`config.mk`:
```
export PLATFORM = sky130hd
export DESIGN_NAME = los_cfg
export DESIGN_NICKNAME = d
export VERILOG_FILES = /design/src/rtl/core/los_pkg.sv /design/src/rtl/core/los_cfg.sv
export SDC_FILE = /design/constraint.sdc
export NUM_CORES = 1
export LEC_CHECK = 0
export BUFFER_PORTS_ARGS = -buffer_cell sky130_fd_sc_hd__buf_2
export CELL_PAD_IN_SITES_DETAIL_PLACEMENT = 1
export CELL_PAD_IN_SITES_GLOBAL_PLACEMENT = 2
export CORE_MARGIN = 1.5
export CORE_UTILIZATION = 23
export DETAILED_ROUTE_END_ITERATION = 16
export GPL_TIMING_DRIVEN = 0
export PLACE_DENSITY_LB_ADDON = 0.1
export RECOVER_POWER = 25
export SYNTH_ARGS = -nofsm -noshare
export SYNTH_HDL_FRONTEND = slang
export SYNTH_SLANG_ARGS = --single-unit
```
`constraint.sdc`:
```
create_clock -name i_clk -period 2.3 [get_ports i_clk]
set_input_delay 0.23 -clock i_clk [delete_from_list [all_inputs] [get_ports i_clk]]
set_output_delay 0.23 -clock i_clk [all_outputs]
set_load 0.01 [all_outputs]
```
`src/rtl/core/los_pkg.sv`:
```
// Package for the line-of-sight bitmap walk: sizes, item types and state codes.
// No dependencies.
`timescale 1ns / 1ps
package los_pkg;
    localparam int unsigned MAX_MAP_WIDTH  = 256;
    localparam int unsigned MAX_MAP_HEIGHT = 256;
    localparam int unsigned XW = $clog2(MAX_MAP_WIDTH);
    localparam int unsigned YW = $clog2(MAX_MAP_HEIGHT);
    localparam int unsigned AW = XW + YW;
    localparam int unsigned STORE_BITS = MAX_MAP_WIDTH * MAX_MAP_HEIGHT;

    localparam logic CMD_LOAD  = 1'b0;
    localparam logic CMD_QUERY = 1'b1;

    localparam logic [1:0] REG_PPM = 2'd0;
    localparam logic [1:0] REG_W   = 2'd1;
    localparam logic [1:0] REG_H   = 2'd2;

    typedef struct packed {
        logic        cmd;
        logic [15:0] pixel_addr;
        logic [7:0]  pixel_value;
        logic [15:0] tx_x;
        logic [15:0] tx_y;
        logic [15:0] rx_x;
        logic [15:0] rx_y;
    } t_in_item;

    typedef struct packed {
        logic line_clear;
        logic off_map;
    } t_out_item;

    // classified item held in the queue between front and back
    typedef struct packed {
        logic        is_load;
        logic        trivial;
        logic        wr_ok;
        logic        wr_bit;
        logic [15:0] addr;
        logic [15:0] tx_x;
        logic [15:0] tx_y;
        logic [15:0] rx_x;
        logic [15:0] rx_y;
    } t_job;

    typedef enum logic [3:0] {
        ST_IDLE, ST_SQ, ST_SQRT, ST_DIVX, ST_DIVY, ST_TGT, ST_TGT2, ST_ADDR,
        ST_READ, ST_TEST, ST_STEP, ST_DIST, ST_DONE
    } t_state;
endpackage

```
`src/rtl/core/los_cfg.sv`:
```
// Configuration register file for scale and map dimensions.
// Depends on los_pkg.
`timescale 1ns / 1ps
module los_cfg
    import los_pkg::*;
(
    input  logic        i_clk,
    input  logic        i_rst_n,
    input  logic        i_valid,
    input  logic [1:0]  i_index,
    input  logic [31:0] i_wdata,
    output logic        o_ready,
    output logic [4:0]  o_ppm,
    output logic [8:0]  o_w,
    output logic [8:0]  o_h
);
    assign o_ready = 1'b1;
    always_ff @(posedge i_clk) begin
        if (!i_rst_n) begin
            o_ppm <= 5'd1; o_w <= 9'd256; o_h <= 9'd256;
        end else if (i_valid) begin
            unique case (i_index)
                REG_PPM: o_ppm <= i_wdata[4:0];
                REG_W:   o_w   <= i_wdata[8:0];
                REG_H:   o_h   <= i_wdata[8:0];
                default: ;
            endcase
        end
    end
endmodule
```
=== Word level (Yosys, flattened, before mapping) ===
Index checks and enable logic that the tools add are counted.

* Reduce and logical (&&, ||, !) cells: 4
* Eq/ne operators: 2

{| class="wikitable"
|+ Operators by type and width
! kind !! number
|-
| 2-bit AND reduction || 3
|-
| 2-bit by 1-bit == test with 1-bit output, second input constant || 1
|-
| 2-bit == test, second input constant || 1
|-
| 2-bit logical NOT || 1
|}

* Flip-flop bits (word level): 23
* Input bits: 37
* Logic and storage cells: 9
* Output and inout bits: 24

=== Longest topological paths before layout ===
* Word-level depth: 2
* Depth in mapped cells: 3
* Gate-level depth less buffers: 2

=== Least setup slack after synthesis ===
Ideal clock, no wire load.

* Path kind: in2reg
* Start point: in i_index[1]
* End point: reg o_ppm[0]
* Required time: 2.180 ns
* Library setup time: 0.120 ns
* Cell stages on the path: 3
* Arrival time: 1.012 ns
* Path slack: 1.168 ns
* Buffers on the path: 1
* Cell sequence: or3b_1 -> buf_6 -> a211o_1

* Cells in the longest elaborated chain, start to end: 2

{| class="wikitable"
|+ RTL lines
! element !! line !! source
|-
| start, declared || los_cfg.sv:10 || <nowiki>input logic [1:0] i_index,</nowiki>
|-
| 2-bit logical NOT || los_cfg.sv:22 || <nowiki>unique case (i_index)</nowiki>
|-
| 2-bit AND reduction (no line) || -- ||
|-
| end signal, assigned || los_cfg.sv:23 || <nowiki>REG_PPM: o_ppm <= i_wdata[4:0];</nowiki>
|-
| end, declared || los_cfg.sv:13 || <nowiki>output logic [4:0] o_ppm,</nowiki>
|}

Every way passes these cells.
A chain may end at the register's enable or synchronous reset.

=== Final worst setup path ===
* Start point: in i_index[0]
* End point: reg o_h[4]

* Cells in the longest elaborated chain, start to end: 2

{| class="wikitable"
|+ RTL lines
! element !! line !! source
|-
| 2-bit == test || los_cfg.sv:22 ||
|-
| 2-bit AND reduction (no line) || -- ||
|-
| end signal, assigned || los_cfg.sv:25 || <nowiki>REG_H: o_h <= i_wdata[8:0];</nowiki>
|-
| end, declared || los_cfg.sv:15 || <nowiki>output logic [8:0] o_h</nowiki>
|}

Every way passes these cells.

==> metrics.md <==
| Metric | Value |
|---|---|
| Crit Path Category | `input pin to flip-flop` |
| Final hold violations | `0` |
| Vias after detailed routing | `about 740` |
| Total number of yosys warnings | `0` |
| Area grow syn2layout | `30.7%` |
| Clock Latency Late Sink | `0.26 ns` |
| Seq pwr share | `56.1%` |
| CP Cell Sequence | `clkbuf_1 > nand3b_1 > clkbuf_1 > mux2i_1` |
| Detailed-route wire length | `~2.1 mm` |
| Status | `finished clean` |
| Post-Route Utilization | `31.6%` |
| Die height | `between 60 and 70 µm` |
| Sw Share | `23.3%` |
| # setup viols final | `0` |
| Via density | `4.13` |
| Power per cell area | `between 600 and 700 mW/mm²` |
| Syn Area/Cell | `10.0 µm²` |
| Reg clk slew, reported paths | `0.08 ns` |
| Initial core utilization | `around a quarter` |
| Setup TNS | `0 ns` |
| CP Capture Type | `flip-flop` |
| Initial DRC Count | `13` |
| Max incr delay on CP | `0.56 ns` |
| Slew headroom | `51.6%` |
| Largest net degree at the start of global routing | `13` |
| Root buffer cell | `clkbuf_8` |
| Peak VDD IR | `0.215 mV` |
| Core Box Area | `approximately 0.0037 mm²` |
| Wire per inst | `roughly 12 µm` |
| Period minus WS final | `1.09 ns` |
| RSZ-0062 raised after global routing | `no` |
| Cell Int Power | `between 0.0005 and 0.0006 W` |
| Crit path launch | `i_index[0]` |
| Leading post-synthesis cells by cell area | `dfxtp_1, mux2i_1, nand2_1, nor2b_1, and4bb_2` |
| Seq/Total Area, Yosys | `just over 50%` |
| Residual DRC | `0` |
| H-tree depth | `1` |
| Worst-path fanout max | `9` |
| Post-synthesis xor/xnor area fraction | `0%` |
| Row count | `22` |
| Total CTS buffers | `3` |
| Bufs on Longest Clock Path | `2` |
| Synth top area share | `51.2%` |
| Compound-Gate Fraction of Synth Area | `0.974%` |
| CP Data Required Time | `2.49 ns` |
| Fmax | `919 MHz` |
| Syn Inst Count | `90` |
| Crit path buf inv count | `2` |
| Critical R2R Launch | `o_ppm[0]$_SDFFE_PN1P_` |
| Clk pwr share | `32.8%` |
| Clock skew | `0 ns` |
| Simple-gate share of the synthesized area | `18.1%` |
| Post-Synth Adder-Cell Area | `0%` |
| Worst Hold Class | `input pin to flip-flop` |
| CP startpoint kind | `input pin` |
| CP dominant cell by count | `clkbuf_1` |
| CP delay by family, top | `buffers and inverters` |
| FF-to-FF setup slack | `1.64 ns` |
| Die ar. | `0.00430 mm²` |
| Final GP Congestion | `around 0.67` |
| Diodes inserted | `0` |
| Largest family of logic cells by synthesized area | `multiplexers` |
| Width of the die | `65.5 µm` |
| Gr usage total | `10.8%` |
| Crit path depth | `4` |
| Reg2Reg Depth | `1` |
| Post-route ant nets | `0` |
| CTS Hold Buffers Added | `0` |
| CTS Sinks | `23` |
| Final HPWL DP | `1.57 mm` |
| Slew @ Worst Pin | `between 0.7 and 0.8 ns` |
| Post-CTS Resized | `0` |
| CTS tree | `built` |
| CP max-delay cell | `clkbuf_1` |
| Post-synthesis cell area | `900 µm²` |
| IO Pins | `61` |
| GRT overflow | `0` |
| Worst Path Arrival | `1.27 ns` |
| Syn nets | `127` |
| Mux cell area share after synthesis | `around 24%` |
| Part of the power in combinational logic | `11.1%` |
| R2R Path End | `o_ppm[0]$_SDFFE_PN1P_` |
| Hold Crit Depth | `3` |
| Synthesized flop and latch total | `23` |
| Lkg Pwr | `0.580 nW` |
| # Max-Cap Violations | `0` |
| I/O Buffers | `36` |
| Max Transition Viols Final | `0` |
| First-pass GRT wire length | `3.55 mm` |
| Final net count | `~170` |
| NetSw | `0.000174 W` |
| Number of global-route vias before repair | `~760` |
| Final Cycle Share | `47.3%` |
| Pre-antenna DRT Iters | `2` |
| Layout cells sized above 1 | `29.2%` |
| CP endpoint | `o_h[4]$_SDFFE_PN0P_` |
| Initial antenna violation count | `0` |
| Post-CTS Setup Bufs | `0` |
| Area leader, netlist | `dfxtp_1` |
| Unique masters post-synth | `16` |
[cells in the final DEF (no fill, tap or decap), drive strengths merged, types with 3 or more instances in the layout]
cell,netlist,final
buf,5,34
clkbuf,2,13
dfxtp,23,23
mux2i,22,22
nand2,28,28
nor2b,3,3
[cell usage after synthesis, drive strengths merged]
| master | instances |
|---|---|
| or3b | 1 |
| and3b | 1 |
| a211o | 1 |
| mux2i | 22 |
| buf | 5 |
| inv | 1 |
| conb | 1 |
| dfxtp | 23 |
| nand2 | 28 |
| and4bb | 1 |
| nor2b | 3 |
| nand3b | 1 |
| clkbuf | 2 |
[final cells by class]
| type | instances | area [µm²] |
|---|---|---|
| multi-input combinational | 59 | 395 |
| sequential | 23 | 460 |
| tap | 48 | 60.1 |
| clock buffer | 4 | 45.0 |
| inverter | 1 | 3.75 |
| fill | 465 | 2540 |
| buffer | 7 | 38.8 |
| timing repair buffer | 36 | 173 |
[per-stage QoR]
| step | hold WS [ns] | instance area [µm²] | std cells | setup slack, ns | total power, W |
|---|---|---|---|---|---|
| floorplan | 0.392 | 900 | 90 | 1.17 | 0.000476 |
| global placement | 0.441 | 1140 | 174 | 1.03 | 0.000513 |
| detailed placement | 0.453 | 1140 | 174 | 1.01 | 0.000514 |
| CTS | 0.230 | 1180 | 178 | 1.30 | 0.000766 |
| global route | 0.236 | 1180 | 178 | 1.09 | 0.000791 |
| finish | 0.233 | 1180 | 178 | 1.21 | 0.000746 |
[registers in the layout (all words and copies together), names as in the netlist]
name / cells
o_h: 9
o_w: 9
o_ppm: 5
[routing by layer]
layer,vias to the layer above,share of wire (%),track usage (%)
li1,372,-,-
met1,342,49,14.3
met2,20,45,17.6
met3,2,4.9,2.57
met4,0,0.85,3.13
met5,-,0,0
[worst min-delay path by stage]
stage,slack (ns),start,to
floorplan,0.39,i_wdata[0],o_h[0]$_SDFFE_PN0P_
global placement,0.44,o_ppm[0]$_SDFFE_PN1P_,o_ppm[0]$_SDFFE_PN1P_
detailed placement,0.45,o_w[3]$_SDFFE_PN0P_,o_w[3]$_SDFFE_PN0P_
CTS,0.23,i_wdata[6],o_w[6]$_SDFFE_PN0P_
global route,0.24,i_wdata[6],o_w[6]$_SDFFE_PN0P_
finish,0.23,i_wdata[7],o_h[7]$_SDFFE_PN0P_
[cells by family after synthesis]
group | count (synthesis)
buffers and inverters | 8
other | 1
AO/OA/AOI/OAI | 1
multiplexers | 22
AND/OR/NAND/NOR | 35
flip-flops | 23
[power groups by stage]
| stage | clock network, W | logic [W] | registers [W] |
|---|---|---|---|
| after floorplan | 0 | 0.0000407 | 0.000435 |
| after global placement | 0 | 0.0000846 | 0.000428 |
| after detailed placement | 0 | 0.0000859 | 0.000428 |
| after CTS | 0.000261 | 0.0000860 | 0.000419 |
| after global routing | 0.000277 | 0.0000926 | 0.000421 |
| final | 0.000245 | 0.0000828 | 0.000419 |
(Power assumes the default switching activity.)
